## config.mk

```make
export PLATFORM = sky130hd
export DESIGN_NAME = ffpa_ram
export DESIGN_NICKNAME = d
export VERILOG_FILES = /design/src/sv/first_fit_pool_allocator_core_macros.svh /design/src/sv/ffpa_ram.sv
export SDC_FILE = /design/constraint.sdc
export NUM_CORES = 2
export LEC_CHECK = 0
export BUFFER_PORTS_ARGS = -buffer_cell sky130_fd_sc_hd__clkbuf_2
export CORE_ASPECT_RATIO = 1.2
export CORE_MARGIN = 1.5
export CORE_UTILIZATION = 60
export CTS_CLUSTER_DIAMETER = 100
export DETAILED_ROUTE_END_ITERATION = 8
export HOLD_SLACK_MARGIN = 0.08
export PLACE_DENSITY = 0.76
export SETUP_SLACK_MARGIN = 0.15
export SLEW_MARGIN = 0
export SYNTH_ARGS = -nofsm -noshare
export SYNTH_HDL_FRONTEND = slang
export SYNTH_SLANG_ARGS = --single-unit
```

## constraint.sdc

```tcl
create_clock -name clk -period 2.9 [get_ports clk]
set_input_delay 0.29 -clock clk [delete_from_list [all_inputs] [get_ports clk]]
set_output_delay 0.29 -clock clk [all_outputs]
set_load 0.02 [all_outputs]
```

## src/sv/first_fit_pool_allocator_core_macros.svh

```systemverilog
// ----------------------------------------------------------------------------
// Assertion macros
// Shared assertion macros for the first-fit pool allocator.
// ----------------------------------------------------------------------------
`ifndef FIRST_FIT_POOL_ALLOCATOR_CORE_MACROS_SVH
`define FIRST_FIT_POOL_ALLOCATOR_CORE_MACROS_SVH
`ifndef SYNTHESIS
`define FFPA_ASSERT(lbl, clk, rst, prop, msg) \
  lbl: assert property (@(posedge clk) disable iff (rst) prop) else $error(msg);
`define FFPA_ASSERT_NR(lbl, clk, prop, msg) \
  lbl: assert property (@(posedge clk) prop) else $error(msg);
`else
`define FFPA_ASSERT(lbl, clk, rst, prop, msg)
`define FFPA_ASSERT_NR(lbl, clk, prop, msg)
`endif
`endif

```

## src/sv/ffpa_ram.sv

```systemverilog
// ----------------------------------------------------------------------------
// ffpa_ram
// Generic simple dual-port RAM, one write and one registered read port.
// ----------------------------------------------------------------------------
module ffpa_ram #(
  parameter int WIDTH = 8,
  parameter int DEPTH = 256
) (
  input  logic                     clk,
  input  logic                     we,
  input  logic [$clog2(DEPTH)-1:0] waddr,
  input  logic [WIDTH-1:0]         wdata,
  input  logic [$clog2(DEPTH)-1:0] raddr,
  output logic [WIDTH-1:0]         rdata
);

  logic [WIDTH-1:0] mem [DEPTH];

  always_ff @(posedge clk) begin
    if (we) begin
      mem[waddr] <= wdata;
    end
    rdata <= mem[raddr];
  end

endmodule
```

==> results.yml <==
clock_tree:
  clkTransAtPathRegs_ps: 70
  cts.sinks: 2056
  cts_tree: "done"
  htreeDepth: 4
  cts_buffers: 185
  insertion_delay_ps: 830
  cts-root-buf: "clkbuf_16"
  clock_path_buffers: 3
timing:
  finalCritPeriodShare: 0.948
  finalMaxSlewViolations: 0
  fin_worst_skew_ps: 25.9
  setup_viol: 0
  clock.fmax_ghz: 0.364
  hold_viol_final: 0
  slew_headroom: 0.275
  layout_min_cycle_time_ps: 2750
  grt_setup_unrepaired: "no"
  max_slew.worst_pin.slew_ps: 1090
global_route:
  grt_pass1_wl_mm: 283
  overflow: 0
  grtUsageTotal: 0.295
  grt_max_degree: 122
  antenna_found_initial: 10
  grt_pass1_vias: 40900
route:
  detail_route.wl_per_cell_um: 31.8
  route.detailed.drc: 0
  dr.pass1.iters: 5
  vias_per_cell: 6.66
  num_vias: 40800
  finalWirelength_mm: 195
  drtAntennaViolNets: 0
  drt_iter0_drc: 5207
yosys:
  ys_ff_latch: 2056
  ys_seq_area_frac: 0.775
  ys_top_cells_by_area: "edfxtp_1, mux4_2, mux2i_1, nor2_1, a22oi_1"
  yosysTopAreaCell: "edfxtp_1"
  synth_edf_count: 2048
  synth-compound-area-share: 0.0342
  synth_top_area_frac: 0.773
  syn_area_per_cell_um2: 21.3
  synth-simple-area-share: 0.0263
  synthTopCellsByCount: "edfxtp_1, mux4_2, nor2_1, mux2i_1, a22oi_1"
  synth_top_family_by_area: "multiplexers"
  synth_mux_area_frac: 0.146
  ys_types: 55
  netlist_area_um2: 79600
  async_flop_share: 0
  ys.flop_type: "edfxtp_1"
  synth_cells: 3733
  synth_fa_ha_area_frac: 0
  yosysWarnings: 0
  synthesis.nets: 3759
  synth_most_common_cell: "edfxtp_1"
  synth-xor-area-share: 0
power:
  p_seq_frac: 0.546
  clkPwrFrac: 0.401
  internal_power_mw: 47.6
  p_leak_nw: 29.0
  vdd_drop_max_v: 0.000726
  combPwrFrac: 0.053
  switching_share: 0.208
  power_density_nw_per_um2: 661
  power.net_switching_mw: 12.5
setup_path:
  cp_max_fo: 1
  cp.required_ps: 3610
  crit_family: "multiplexers"
  crit_path_start_kind: "flop"
  critPathBufInv: 1
  cp_slowest_cell: "nor4_1"
  path_cells: "mux4_2 > mux4_2 > nor2b_1 > nor4_1 > buf_4 > nor4_1"
  cp-end-kind: "flop"
  max_stage_delay_ps: 770
  path_class: "flop to flop"
  worstPathArrival_ps: 3460
floorplanning:
  die_y_um: 402
  die_w_um: 335
  core-area_um2: 132000
  io_pins: 34
  die-area_um2: 135000
  initial_utilization: 0.604
  num_rows: 146
run:
  drv_cap: 0
place:
  dp_cells: 5779
  dp_hpwl_mm: 119
  routabilityCongestion: 0.889
  io_buffers: 33
layout:
  num-nets-final: 4220
  postLayoutCoreUtil: 0.690
  fin_cells: 6126
  areaGrowthSynthToFinish_pct: 14.2
  drive_gt1_frac: 0.283
run_status:
  status: "finished clean"
min_path:
  min_path_type: "input port to flop"
-- worst register-to-register path: stages (launching register included) --
cell      delay (ps)
edfxtp_1         380
mux4_2           490
mux4_2           510
nor2b_1          170
nor4_1           770
buf_4            270
nor4_1            50
-- area by class of cell --
| type | instances | area [um^2] |
|---|---|---|
| Sequential cell | 2056 | 61700 |
| Fill cell | 7681 | 40800 |
| Multi-Input combinational cell | 1442 | 16500 |
| Clock buffer | 233 | 5020 |
| Timing Repair Buffer | 507 | 4490 |
| Tap cell | 1776 | 2220 |
| Clock inverter | 103 | 915 |
| Antenna cell | 7 | 17.5 |
| Inverter | 2 | 7.51 |
-- flip-flops by register name (all words and copies together), names as in the netlist --
| name | flops |
|---|---|
| rdata | 8 |
| mem | 2048 |
-- cells in the final DEF (no fill, tap or decap), types with 13 or more instances in the layout --
master	synthesis	layout
clkinv_2	0	27
nand3_1	34	34
o221ai_1	46	46
nor3_1	22	21
edfxtp_1	2048	2048
nor2b_1	31	28
o22ai_1	28	28
mux2i_1	134	134
a22oi_1	133	133
nor4_1	24	19
clkbuf_16	0	195
a21oi_1	96	96
bufinv_16	0	16
buf_4	27	419
a221oi_1	13	13
clkbuf_1	111	38
clkbuf_2	0	21
buf_12	8	53
nor2_1	282	279
a211oi_1	16	16
nand2_1	33	33
clkinv_1	1	52
mux4_2	454	454
-- routing by layer --
metal | routed length (um) | GRT usage | vias to the layer above
met1 | 68100 | 0.386 | 21100
met5 | 96 | 0 | -
li1 | - | - | 16600
met2 | 96700 | 0.474 | 2521
met4 | 9930 | 0.139 | 16
met3 | 20100 | 0.0678 | 511
-- worst paths after layout --
kind / cells after the start / from / end / slack (ps)
worst min-delay path: 1 / wdata[0] / mem[224][0] / 110
worst max-delay path: 6 / mem[83][7] / rdata[7] / 150
worst min register to register: 7 / mem[20][6] / rdata[6] / 1090
worst max register to register: 6 / mem[83][7] / rdata[7] / 150
-- per-stage QoR --
step / hold slack, ps / setup TNS [ps] / instance area (um^2) / total power [mW] / setup WS [ps]
CTS: 99.7 / 0 / 90800 / 60.2 / 171
detailed placement: 743 / -2640 / 84800 / 36.5 / -676
global placement: 726 / -4760 / 84800 / 36.5 / -1060
global route: 120 / 0 / 90800 / 61.4 / 177
floorplan: 389 / 0 / 79600 / 35.0 / 672
finish: 115 / 0 / 90900 / 60.0 / 152
-- power by group through the flow --
| stage | combinational (mW) | sequential (mW) | clock [mW] |
|---|---|---|---|
| 2_1_floorplan | 1.59 | 33.4 | 0 |
| 3_3_place_gp | 3.06 | 33.4 | 0 |
| 3_5_place_dp | 3.12 | 33.4 | 0 |
| 4_1_cts | 3.15 | 32.8 | 24.2 |
| 5_1_grt | 3.31 | 32.8 | 25.4 |
| 6_report | 3.17 | 32.8 | 24.1 |
-- what timing repair did --
action                                 CTS  global route
buffers inserted                         0             0
endpoints found under the hold margin  144             0
setup endpoints to repair                2             2
hold buffers                             4             0
gates resized for setup                  2             2
-- cells by family (layout without fill, tap and decap cells) --
kind of cell / Yosys count / after routing
buffers and inverters: 235 / 845
other: 0 / 7
and+or+nand+nor: 466 / 466
muxes: 591 / 591
AOI/OAI and AO/OA: 385 / 385
DFF: 2056 / 2056
Power figures use the tool's default switching activity.
